<file path="config.mk">
export PLATFORM = sky130hd
export DESIGN_NAME = nearest_point_heading
export DESIGN_NICKNAME = d
export VERILOG_FILES = /design/src/hdl/nph_pkg.sv /design/src/hdl/nearest_point_heading.sv /design/src/hdl/nph_ctrl.sv /design/src/hdl/nph_datapath.sv
export SDC_FILE = /design/constraint.sdc
export NUM_CORES = 2
export LEC_CHECK = 0
export ABC_AREA = 1
export BUFFER_PORTS_ARGS = -buffer_cell sky130_fd_sc_hd__buf_2
export CAP_MARGIN = 20
export CORE_ASPECT_RATIO = 0.9
export CORE_MARGIN = 2
export CORE_UTILIZATION = 66
export DETAILED_ROUTE_END_ITERATION = 8
export PLACE_DENSITY = 0.84
export SLEW_MARGIN = 0
export SYNTH_ARGS = -nofsm -noshare
export SYNTH_HDL_FRONTEND = slang
export SYNTH_SLANG_ARGS = --single-unit
</file>
<file path="constraint.sdc">
create_clock -name clk -period 11.76 [get_ports clk]
set_input_delay 2.352 -clock clk [delete_from_list [all_inputs] [get_ports clk]]
set_output_delay 2.352 -clock clk [all_outputs]
set_load 0.1 [all_outputs]
</file>
<file path="src/hdl/nph_pkg.sv">
// Shared types, constants and the arctangent table for the nearest point heading block.
// Used by nph_ctrl, nph_datapath and nearest_point_heading; depends on nothing.
`default_nettype none

package nph_pkg;

  // Coordinate and result widths.
  localparam int COORD_W   = 12;
  localparam int DIFF_W    = COORD_W + 1;
  localparam int SQ_W      = 2 * COORD_W;
  localparam int DIST_W    = 2 * COORD_W + 1;
  localparam int HEAD_W    = 16;
  localparam int IN_DATA_W = 24;
  localparam int OUT_DATA_W = 40;
  localparam int OUT_USER_W = 2;
  localparam int CFG_IDX_W = 1;

  // Register indexes on the configuration port.
  localparam logic [CFG_IDX_W-1:0] REG_SELF_X = 1'b0;
  localparam logic [CFG_IDX_W-1:0] REG_SELF_Y = 1'b1;

  // CORDIC sizing. X and Y carry the difference scaled by 2^20 plus the gain growth;
  // Z carries the angle in Q30 with room for the starting offset of plus or minus pi.
  localparam int CORDIC_STEPS_DEF = 16;
  localparam int TAB_LEN   = 24;
  localparam int TAB_IDX_W = 5;
  localparam int ANG_TAB_W = 30;
  localparam int XY_W      = 36;
  localparam int XY_FRAC   = 20;
  localparam int Z_W       = 34;

  localparam logic signed [Z_W-1:0] PI_Q30 = 34'sd3373259426;
  localparam logic signed [Z_W:0] ROUND_HALF = 35'sd65536;
  localparam int HEAD_SHIFT = 17;
  localparam int HQ_W = Z_W + 1 - HEAD_SHIFT;
  localparam logic signed [HQ_W-1:0] HEAD_MAX = 18'sd25736;
  localparam logic signed [HQ_W-1:0] HEAD_MIN = -18'sd25736;

  typedef enum logic [2:0] {
    ST_SCAN,
    ST_DRAIN,
    ST_LOAD,
    ST_ITER,
    ST_FINAL
  } ctl_state_t;

  // Commands from the controller to the datapath.
  typedef struct packed {
    logic                 accept;
    logic                 load_head;
    logic                 iter;
    logic [TAB_IDX_W-1:0] step;
    logic                 out_load;
  } nph_cmd_t;

  // Status from the datapath to the controller.
  typedef struct packed {
    logic out_free;
  } nph_stat_t;

  // atan(2^-i) in Q30.
  function automatic logic [ANG_TAB_W-1:0] atan_q30(input logic [TAB_IDX_W-1:0] i);
    logic [ANG_TAB_W-1:0] v;
    case (i)
      5'd0:  v = 30'd843314857;
      5'd1:  v = 30'd497837829;
      5'd2:  v = 30'd263043837;
      5'd3:  v = 30'd133525159;
      5'd4:  v = 30'd67021687;
      5'd5:  v = 30'd33543516;
      5'd6:  v = 30'd16775851;
      5'd7:  v = 30'd8388437;
      5'd8:  v = 30'd4194283;
      5'd9:  v = 30'd2097149;
      5'd10: v = 30'd1048576;
      5'd11: v = 30'd524288;
      5'd12: v = 30'd262144;
      5'd13: v = 30'd131072;
      5'd14: v = 30'd65536;
      5'd15: v = 30'd32768;
      5'd16: v = 30'd16384;
      5'd17: v = 30'd8192;
      5'd18: v = 30'd4096;
      5'd19: v = 30'd2048;
      5'd20: v = 30'd1024;
      5'd21: v = 30'd512;
      5'd22: v = 30'd256;
      5'd23: v = 30'd128;
      default: v = '0;
    endcase
    return v;
  endfunction

endpackage

`default_nettype wire

</file>
<file path="src/hdl/nearest_point_heading.sv">
// Top level of the nearest point heading block: ports, controller and datapath.
// Depends on nph_pkg, nph_ctrl and nph_datapath.
//
//   Channel  Direction  Handshake                Contents
//   s_*      in         s_tvalid / s_tready      one population point, s_tlast on the final one
//   m_*      out        m_tvalid / m_tready      one result per population
//   cfg_*    in         cfg_we, no wait          own position, index 0 = x, index 1 = y
//
// Points stream in at one request per clock cycle through a two-stage pipeline
// (squares, then sum and compare). After the request flagged with s_tlast the input stalls
// while the distance pipeline drains, the CORDIC is loaded, the shared micro-rotation unit
// runs through its steps and the output register is filled.
// A waiting result in the output register does not block the next population unless a
// second result is ready before the first is taken. Reset is synchronous and active high;
// it clears the position registers, the search state and the output valid flag.
`default_nettype none

module nearest_point_heading
  import nph_pkg::*;
#(
  parameter int CORDIC_STEPS = CORDIC_STEPS_DEF
) (
  input  wire logic                  clk,
  input  wire logic                  rst,
  // Point requests.
  input  wire logic                  s_tvalid,
  output logic                       s_tready,
  input  wire logic [IN_DATA_W-1:0]  s_tdata,   // other_x [11:0], other_y [23:12]
  input  wire logic                  s_tlast,   // last_point
  // Results.
  output logic                       m_tvalid,
  input  wire logic                  m_tready,
  output logic [OUT_DATA_W-1:0]      m_tdata,   // near_x [11:0], near_y [23:12], heading [39:24]
  output logic [OUT_USER_W-1:0]      m_tuser,   // found [0], turn [1]
  // Configuration writes.
  input  wire logic                  cfg_we,
  input  wire logic [CFG_IDX_W-1:0]  cfg_index,
  input  wire logic [COORD_W-1:0]    cfg_data
);

  nph_cmd_t                 cmd;
  nph_stat_t                stat;
  logic                     out_found, out_turn;
  logic [COORD_W-1:0]       out_x, out_y;
  logic signed [HEAD_W-1:0] out_heading;

  nph_ctrl #(
    .CORDIC_STEPS(CORDIC_STEPS)
  ) u_ctrl (
    .clk      (clk),
    .rst      (rst),
    .s_tvalid (s_tvalid),
    .s_tlast  (s_tlast),
    .s_tready (s_tready),
    .stat     (stat),
    .cmd      (cmd)
  );

  nph_datapath u_datapath (
    .clk         (clk),
    .rst         (rst),
    .cfg_we      (cfg_we),
    .cfg_index   (cfg_index),
    .cfg_data    (cfg_data),
    .other_x     (s_tdata[COORD_W-1:0]),
    .other_y     (s_tdata[2*COORD_W-1:COORD_W]),
    .cmd         (cmd),
    .stat        (stat),
    .out_valid   (m_tvalid),
    .out_ready   (m_tready),
    .out_found   (out_found),
    .out_x       (out_x),
    .out_y       (out_y),
    .out_turn    (out_turn),
    .out_heading (out_heading)
  );

  // The field widths fill the data word exactly, so no padding is needed.
  assign m_tdata = {out_heading, out_y, out_x};
  assign m_tuser = {out_turn, out_found};

endmodule

`default_nettype wire

</file>
<file path="src/hdl/nph_ctrl.sv">
// Sequencing state machine for the nearest point heading block.
// Depends on nph_pkg; drives nph_datapath through nph_cmd_t.
`default_nettype none

module nph_ctrl
  import nph_pkg::*;
#(
  parameter int CORDIC_STEPS = CORDIC_STEPS_DEF
) (
  input  wire logic      clk,
  input  wire logic      rst,
  input  wire logic      s_tvalid,
  input  wire logic      s_tlast,
  output logic           s_tready,
  input  wire nph_stat_t stat,
  output nph_cmd_t       cmd
);

  localparam int STEP_W = $clog2(CORDIC_STEPS);
  localparam logic [STEP_W-1:0] LAST_STEP = STEP_W'(CORDIC_STEPS - 1);

  ctl_state_t        state, state_next;
  logic [STEP_W-1:0] step, step_next;

  always_ff @(posedge clk) begin
    if (rst) begin
      state <= ST_SCAN;
      step  <= '0;
    end else begin
      state <= state_next;
      step  <= step_next;
    end
  end

  always_comb begin
    state_next    = state;
    step_next     = step;
    s_tready      = 1'b0;
    cmd           = '0;
    cmd.step      = TAB_IDX_W'(step);
    case (state)
      ST_SCAN: begin
        s_tready   = 1'b1;
        cmd.accept = s_tvalid;
        if (s_tvalid && s_tlast) begin
          state_next = ST_DRAIN;
        end
      end
      ST_DRAIN: begin
        // The last request is folded into the running best this cycle.
        state_next = ST_LOAD;
      end
      ST_LOAD: begin
        cmd.load_head = 1'b1;
        step_next     = '0;
        state_next    = ST_ITER;
      end
      ST_ITER: begin
        cmd.iter = 1'b1;
        if (step == LAST_STEP) begin
          state_next = ST_FINAL;
        end else begin
          step_next = step + 1'b1;
        end
      end
      ST_FINAL: begin
        if (stat.out_free) begin
          cmd.out_load = 1'b1;
          state_next   = ST_SCAN;
        end
      end
      default: begin
        state_next = ST_SCAN;
      end
    endcase
  end

  a_last_drains: assert property (@(posedge clk) disable iff (rst)
    (cmd.accept && s_tlast) |=> (state == ST_DRAIN))
    else $error("last request did not start the drain");

  a_step_range: assert property (@(posedge clk) disable iff (rst)
    (state == ST_ITER) |-> (step <= LAST_STEP))
    else $error("CORDIC step counter out of range");

  a_load_free: assert property (@(posedge clk) disable iff (rst)
    cmd.out_load |-> stat.out_free)
    else $error("result loaded while output register busy");

endmodule

`default_nettype wire

</file>
<file path="src/hdl/nph_datapath.sv">
// Distance pipeline, best-point registers, CORDIC and output register.
// Depends on nph_pkg; sequenced by nph_ctrl.
`default_nettype none

module nph_datapath
  import nph_pkg::*;
(
  input  wire logic                 clk,
  input  wire logic                 rst,
  input  wire logic                 cfg_we,
  input  wire logic [CFG_IDX_W-1:0] cfg_index,
  input  wire logic [COORD_W-1:0]   cfg_data,
  input  wire logic [COORD_W-1:0]   other_x,
  input  wire logic [COORD_W-1:0]   other_y,
  input  wire nph_cmd_t             cmd,
  output nph_stat_t                 stat,
  output logic                      out_valid,
  input  wire logic                 out_ready,
  output logic                      out_found,
  output logic [COORD_W-1:0]        out_x,
  output logic [COORD_W-1:0]        out_y,
  output logic                      out_turn,
  output logic signed [HEAD_W-1:0]  out_heading
);

  logic [COORD_W-1:0] self_x, self_y;

  always_ff @(posedge clk) begin
    if (rst) begin
      self_x <= '0;
      self_y <= '0;
    end else if (cfg_we) begin
      case (cfg_index)
        REG_SELF_X: self_x <= cfg_data;
        REG_SELF_Y: self_y <= cfg_data;
        default: ;
      endcase
    end
  end

  // Stage one: per-axis differences and squares.
  logic signed [DIFF_W-1:0]   ddx, ddy;
  logic signed [2*DIFF_W-1:0] pdx, pdy;
  logic [SQ_W-1:0]            sq_x, sq_y;
  logic [COORD_W-1:0]         s1_x, s1_y;
  logic                       s1_valid;

  always_comb begin
    ddx = signed'({1'b0, other_x}) - signed'({1'b0, self_x});
    ddy = signed'({1'b0, other_y}) - signed'({1'b0, self_y});
    pdx = ddx * ddx;
    pdy = ddy * ddy;
  end

  always_ff @(posedge clk) begin
    if (rst) begin
      s1_valid <= 1'b0;
    end else begin
      s1_valid <= cmd.accept;
    end
    if (cmd.accept) begin
      sq_x <= pdx[SQ_W-1:0];
      sq_y <= pdy[SQ_W-1:0];
      s1_x <= other_x;
      s1_y <= other_y;
    end
  end

  // Stage two: sum and compare with the best so far; ties keep the earlier point.
  logic [DIST_W-1:0]  cur_dist, best_dist;
  logic [COORD_W-1:0] best_x, best_y;
  logic               have_best, take;

  always_comb begin
    cur_dist = {1'b0, sq_x} + {1'b0, sq_y};
    take = s1_valid && (cur_dist != '0) && (!have_best || (cur_dist < best_dist));
  end

  always_ff @(posedge clk) begin
    if (rst) begin
      have_best <= 1'b0;
    end else if (cmd.load_head) begin
      have_best <= 1'b0;
    end else if (take) begin
      have_best <= 1'b1;
    end
    if (take) begin
      best_dist <= cur_dist;
      best_x    <= s1_x;
      best_y    <= s1_y;
    end
  end

  // CORDIC in vectoring mode, one micro-rotation per cycle.
  logic signed [DIFF_W-1:0] hx, hy, ax, ay;
  logic                     hx_neg;
  logic                     res_found, res_turn;
  logic [COORD_W-1:0]       res_x, res_y;
  logic signed [XY_W-1:0]   cx, cy, xs, ys;
  logic signed [Z_W-1:0]    cz, ang;

  always_comb begin
    hx     = signed'({1'b0, best_x}) - signed'({1'b0, self_x});
    hy     = signed'({1'b0, best_y}) - signed'({1'b0, self_y});
    hx_neg = hx[DIFF_W-1];
    ax     = hx_neg ? -hx : hx;
    ay     = hx_neg ? -hy : hy;
    xs     = cx >>> cmd.step;
    ys     = cy >>> cmd.step;
    ang    = signed'({{(Z_W-ANG_TAB_W){1'b0}}, atan_q30(cmd.step)});
  end

  always_ff @(posedge clk) begin
    if (cmd.load_head) begin
      res_found <= have_best;
      res_turn  <= have_best && (hx != '0);
      res_x     <= have_best ? best_x : '0;
      res_y     <= have_best ? best_y : '0;
      cx <= {{(XY_W-DIFF_W-XY_FRAC){ax[DIFF_W-1]}}, ax, {XY_FRAC{1'b0}}};
      cy <= {{(XY_W-DIFF_W-XY_FRAC){ay[DIFF_W-1]}}, ay, {XY_FRAC{1'b0}}};
      if (!hx_neg) begin
        cz <= '0;
      end else if (!hy[DIFF_W-1]) begin
        cz <= PI_Q30;
      end else begin
        cz <= -PI_Q30;
      end
    end else if (cmd.iter) begin
      if (!cy[XY_W-1]) begin
        cx <= cx + ys;
        cy <= cy - xs;
        cz <= cz + ang;
      end else begin
        cx <= cx - ys;
        cy <= cy + xs;
        cz <= cz - ang;
      end
    end
  end

  // Heading is the negated angle, rounded to 13 fraction bits and clamped.
  logic signed [Z_W:0]        hsum;
  logic signed [HQ_W-1:0]     hq;
  logic signed [HEAD_W-1:0]   head_sat;

  always_comb begin
    hsum = ROUND_HALF - signed'({cz[Z_W-1], cz});
    hq   = hsum[Z_W:HEAD_SHIFT];
    if (hq > HEAD_MAX) begin
      head_sat = HEAD_W'(HEAD_MAX);
    end else if (hq < HEAD_MIN) begin
      head_sat = HEAD_W'(HEAD_MIN);
    end else begin
      head_sat = HEAD_W'(hq);
    end
  end

  always_comb begin
    stat.out_free = !out_valid || out_ready;
  end

  always_ff @(posedge clk) begin
    if (rst) begin
      out_valid <= 1'b0;
    end else if (cmd.out_load) begin
      out_valid <= 1'b1;
    end else if (out_ready) begin
      out_valid <= 1'b0;
    end
    if (cmd.out_load) begin
      out_found   <= res_found;
      out_x       <= res_x;
      out_y       <= res_y;
      out_turn    <= res_turn;
      out_heading <= res_turn ? head_sat : '0;
    end
  end

  a_empty_result: assert property (@(posedge clk) disable iff (rst)
    (out_valid && !out_found) |->
      (!out_turn && (out_x == '0) && (out_y == '0) && (out_heading == '0)))
    else $error("result without a neighbor carries data");

  a_head_range: assert property (@(posedge clk) disable iff (rst)
    out_valid |-> ((out_heading <= 16'sd25736) && (out_heading >= -16'sd25736)))
    else $error("heading outside clamp range");

  a_search_cleared: assert property (@(posedge clk) disable iff (rst)
    cmd.load_head |=> !have_best)
    else $error("search state not cleared after result capture");

endmodule

`default_nettype wire

</file>
# --- Yosys cells after proc, flatten, opt, wreduce, memory -nomap -nowiden ---
# Memory sizes are Yosys's and may differ from the RTL's. A register that Yosys moved wholly into a read port is not among the register bits.
# Cells that the tools add are included.
classes:
  shift: 2
  magnitude_cmp: 3
  add_sub_neg: 15
  n_eq_ne: 9
  bitwise: 2
  muxes: 31
  n_reduce_logical: 21
  n_mul: 2
ops:
  columns: ["cell", "count"]
  rows:
  - ["two-way mux 36 bit", 6]
  - ["two-way mux 34 bit", 5]
  - ["adder 36 bit", 2]
  - [">>> shifter 36 x 4 -> 36 bit", 2]
  - ["subtractor 36 bit", 2]
  - ["subtractor 12 x 12 -> 13 bit", 4]
  - ["multiplier 13 x 13 -> 24 bit", 2]
  - ["subtractor 18 x 34 -> 35 bit, first input constant", 1]
  - ["adder 34 x 31 -> 34 bit", 1]
  - ["subtractor 34 x 31 -> 34 bit", 1]
  - ["two-way mux 13 bit", 2]
  - ["negator 13 bit", 2]
  - ["adder 24 x 24 -> 25 bit", 1]
  - ["< comparator 25 bit", 1]
  - ["nonzero test 25 bit", 1]
  - ["greater-than comparator 18 x 16 -> 1 bit, second input constant", 1]
  - ["< comparator 18 x 16 -> 1 bit, second input constant", 1]
  - ["two-way mux 16 bit", 1]
  - ["two-way mux 15 bit", 1]
  - ["one-hot mux 3 bit (5 select lines)", 1]
  - ["nonzero test 13 bit", 1]
  - ["two-way mux 5 bit", 2]
  - ["two-way mux 3 bit", 3]
  - ["two-way mux 1 bit", 8]
  - ["other kinds (19)", 33]
word_totals:
  elab_cells: 116
  ff_bits: 329
  memories: 1
  rom_bits: 960
memory_table:
  columns: ["memory", "words", "width", "read_ports", "rd_clocked_by_memory_dff", "wr", "line_no", "source"]
  rows:
  - ["(name not given)", 32, 30, 1, 1, 0, "nph_pkg.sv:64", "case (i)"]

# --- Depth between registers and ports, before layout ---
depth:
  word_depth: 5
  ltp_mapped: 36
  ltp_nobuf: 36

# --- Hierarchy ---
# From an unflattened synthesis, not the netlist that was laid out.
hier_totals:
  hier_cells: 5758
  area_unflattened_um2: 40802.9
by_module_without_submodules:
  columns: ["module", "n_inst", "cells_each", "area_each_um2", "seq_area_each_um2"]
  rows:
  - ["nph_datapath", 1, 5693, 40372.5, 8938.6]
  - ["nph_ctrl", 1, 63, 415.4, 140.1]
  - ["nearest_point_heading", 1, 2, 15.0, 0.0]

# --- Worst setup path before layout ---
# No wires, ideal clock.
synth_timing:
  path_kind: "input -> register"
  startpoint: "input s_tdata[0]"
  endpoint: "register u_datapath.sq_x[23], data pin"
  setup_time_ns: 0.268
  required_ns: 11.492
  arrival_time_ns: 8.839
  cell_stages: 30
  n_path_buf: 1
  path_slack_ns: 2.653
  path_cell_list: "inv_1 > ha_1 > fa_1 > inv_1 > nand3_1 > nand2_1 > a21oi_1 > o21ai_0 > nand2_1 > nand2_1 > a21oi_1 > inv_1 > clkbuf_1 > nor2_1 > fa_1 > inv_1 > fa_1 > fa_1 > inv_1 > fa_1 > inv_1 > fa_1 > inv_1 > ha_1 > ha_1 > nand2_1 > nor3_1 > nand4_1 > o211ai_1 > xnor3_1"
synth_via:
  elab_chain_len: 2
synth_rtl:
  columns: ["item", "line_no", "source"]
  rows:
  - ["start, declared", "nearest_point_heading.sv:28", "input wire logic [IN_DATA_W-1:0] s_tdata,"]
  - ["subtractor 12 x 12 -> 13 bit", "nph_datapath.sv:49", "ddx = signed'({1'b0, other_x}) - signed'({1'b0, self_x});"]
  - ["multiplier 13 x 13 -> 24 bit", "nph_datapath.sv:51", "pdx = ddx * ddx;"]
  - ["via u_datapath.pdx[23]", "nph_datapath.sv:43", "logic signed [2*DIFF_W-1:0] pdx, pdy;"]
  - ["end signal, assigned", "nph_datapath.sv:62", "sq_x <= pdx[SQ_W-1:0];"]
  - ["end, declared", "nph_datapath.sv:44", "logic [SQ_W-1:0] sq_x, sq_y;"]
# The timed path passes the listed nets, and every way through them passes these cells.
# A chain may end at the register's enable or synchronous reset.

# --- Worst setup path after layout ---
layout_timing:
  startpoint: "input s_tdata[12]"
  endpoint: "register u_datapath.sq_y[19], data pin"
layout_via:
  elab_chain_len: 2
layout_rtl:
  columns: ["item", "line_no", "source"]
  rows:
  - ["subtractor 12 x 12 -> 13 bit", "nph_datapath.sv:50", "ddy = signed'({1'b0, other_y}) - signed'({1'b0, self_y});"]
  - ["multiplier 13 x 13 -> 24 bit", "nph_datapath.sv:52", "pdy = ddy * ddy;"]
  - ["via u_datapath.pdy[19]", "nph_datapath.sv:43", null]
  - ["end signal, assigned", "nph_datapath.sv:63", "sq_y <= pdy[SQ_W-1:0];"]
  - ["end, declared", "nph_datapath.sv:44", null]
# The timed path passes the listed nets, and every way through them passes these cells.

==> results.toml <==
[timing]
max_slew_margin_pct = 26.6
hold_viol = 0
period_share_pct = 81.1
fin_setup_tns_ps = 0
setup_viol = 0
worstMarginPinSlew_ps = 1100
setup_ws_ps = 2220
max_freq_ghz = 0.105
whs_ps = 412
rsz0062_at_grt = "false"
fin_crit_ps = 9540
finClkSkew_ps = 42.6
drv_slew = 0

[global_route]
grt_remaining_overflow = 0
grt_pass1_wl_um = 188000
grtUsageTotal_pct = 36.9
antenna_found_initial = 7
grt_max_degree = 85
grt_pass1_vias = 36256

[synth]
avgSynthCellArea_um2 = 7.27
synth_edf_count = 253
synth.area.top_cells = "edfxtp_1 (19%), fa_1 (13%), nand2_1 (12%), ha_1 (11%), inv_1 (8.5%)"
synthArstFlopShare_pct = 0
yosys.area.top_type_share_pct = 18.6
yosysMostFrequentCell = "nand2_1"
synth-main-ff-cell = "edfxtp_1"
syn-num-nets = 6262
seq_area_frac_synth_pct = 23.7
ys_warn_count = 0
syn_inst = 5605
syn_area_um2 = 40700
ys_ff_latch = 355
synth_cell_types = 63
ys_top_cells_by_count = "nand2_1 (1250), inv_1 (924), nor2_1 (528)"
yosysTopAreaCell = "edfxtp_1"

[floorplanning]
coreArea_um2 = 61100
start_util_pct = 66.7
die_w_um = 266
design.die.area_um2 = 63700
die_y_um = 240
num_rows = 86
num_io_pins = 87

[outcome]
outcome = "finished, violations left"
violations = "DRC"

[clocking]
cts_buffer_depth = 3
cts.sinks = 355
cts_hold_buf = 0
h-tree-depth = 2
cts.clk_slew.worst_paths_ps = 60
clk_root_buffer_cell = "clkbuf_16"
cts_tree = "yes"
cts_inserted_buffers = 41
post-cts-setup-buffers = 0
ctsResizeCount = 0
clk_latency_ps = 600

[placed_design]
hpwl_um = 93300
post-place-ws_ps = 1790
gp_congestion = 1.04
portBuffers = 86

[worst_hold_path]
hold_class = "flip-flop to flip-flop"
hold-path-cell-count = 0

[detailed_routing]
viasPerCell = 5.90
finalWirelength_um = 117000
drc_errors = 6
avgRoutedWirePerCell_um = 18.1
drtAntennaViolNets = 0
vias = 38120
drt_iter0_drc = 4012
dr.pass1.iters = 9

[critical_path]
critical_path.max_stage_delay_ps = 580
worst_ep_required_time_ps = 12090
crit_type = "input port to flip-flop"
crit_slowest_cell = "xor2_1"
cp-start-kind = "input port"
cp-end-kind = "flip-flop"
critPathMaxFanout = 8
worstPathArrival_ps = 9860
reg2reg_depth = 33

[cells_and_area]
nets = 6286
fillCellCount = 5121
syn_to_final_growth_pct = 6.06
drive_above_1_share_pct = 5.39

[run]
drv_cap = 0
-- cell usage in the layout, fill, tap and decap left out, types with 46 or more instances in the layout --
| master | count |
|---|---|
| dfxtp_1 | 98 |
| o21ai_0 | 308 |
| clkbuf_16 | 46 |
| a21oi_1 | 337 |
| nor3_1 | 53 |
| buf_2 | 86 |
| nand4_1 | 63 |
| nor2_1 | 525 |
| ha_1 | 345 |
| nand2_1 | 1249 |
| fa_1 | 269 |
| xnor2_1 | 80 |
| nand3_1 | 511 |
| inv_1 | 923 |
| xor2_1 | 125 |
| edfxtp_1 | 253 |
-- per-layer routing --
layer  vias to the layer above  global-route usage, %  share of wire [%]
li1                      18240                      -                  -
met1                     17593                   50.7                 41
met2                      1965                   58.3                 44
met3                       314                   6.35                 10
met4                         8                   14.4                4.1
met5                         -                      0              0.049
-- through the flow --
step                      instance area [µm²]  utilization, %  cells
final                                   43200            70.7   6458
after global routing                    43200            70.7   6455
after global placement                  41700            68.3   6378
after floorplan                         40700               -   5605
after CTS                               43200            70.7   6453
after detailed placement                41700            68.3   6378
-- sequential cells by signal, indices dropped and copies added, names as in the netlist, 16 cells and up --
signal,flops
u_datapath.best_dist,25
u_datapath.cx,36
u_datapath.cy,36
u_datapath.sq_y,23
u_datapath.ang,28
u_datapath.cz,34
u_datapath.sq_x,23
u_datapath.out_heading,16
-- critical path: cells and delay by family --
family,cells,cell delay (ps)
adder cells (fa/ha/maj),9,3710
AND/OR/NAND/NOR,12,1270
buffers and inverters,8,1000
AO/OA/AOI/OAI,5,940
XOR/XNOR,1,580
-- cell type report --
class | count | area (µm²) | share of cell area [%]
timing repair buffer | 106 | 581 | 1.34
inverter | 939 | 3520 | 8.16
clock inverter | 19 | 231 | 0.536
multi-input combinational | 4186 | 27000 | 62.4
clock buffer | 56 | 1250 | 2.89
sequential | 355 | 9640 | 22.3
antenna | 5 | 12.5 | 0.0290
tap | 792 | 991 | 2.29
-- kinds of logic (layout without fill, tap and decap cells) --
kind of cell    Yosys count  in the layout  synth area share (%)
fa+ha+maj               614            614                  23.8
buf+inv                1064           1120                  10.2
simple gates           2532           2532                  26.5
flops                   355            355                  23.7
xor+xnor                206            206                  4.46
compound gates          833            833                  11.4
other cells               1              6               0.00920
-- path summary, 6_finish.rpt --
path                                           from                        endpoint  slack (ps)
setup / recovery                        s_tdata[12]   u_datapath.sq_y[19]$_DFFE_PP_        2220
hold / removal         u_datapath.s1_x[6]$_DFFE_PP_  u_datapath.best_x[6]$_DFFE_PP_         410
setup reg to reg  u_datapath.self_y[0]$_SDFFE_PP0P_   u_datapath.sq_y[19]$_DFFE_PP_        3770
hold reg to reg        u_datapath.s1_x[6]$_DFFE_PP_  u_datapath.best_x[6]$_DFFE_PP_         410
Power is left out: the tool's default activity adds up to more than one toggle a clock period on the data nets, which glitch-free logic cannot reach.
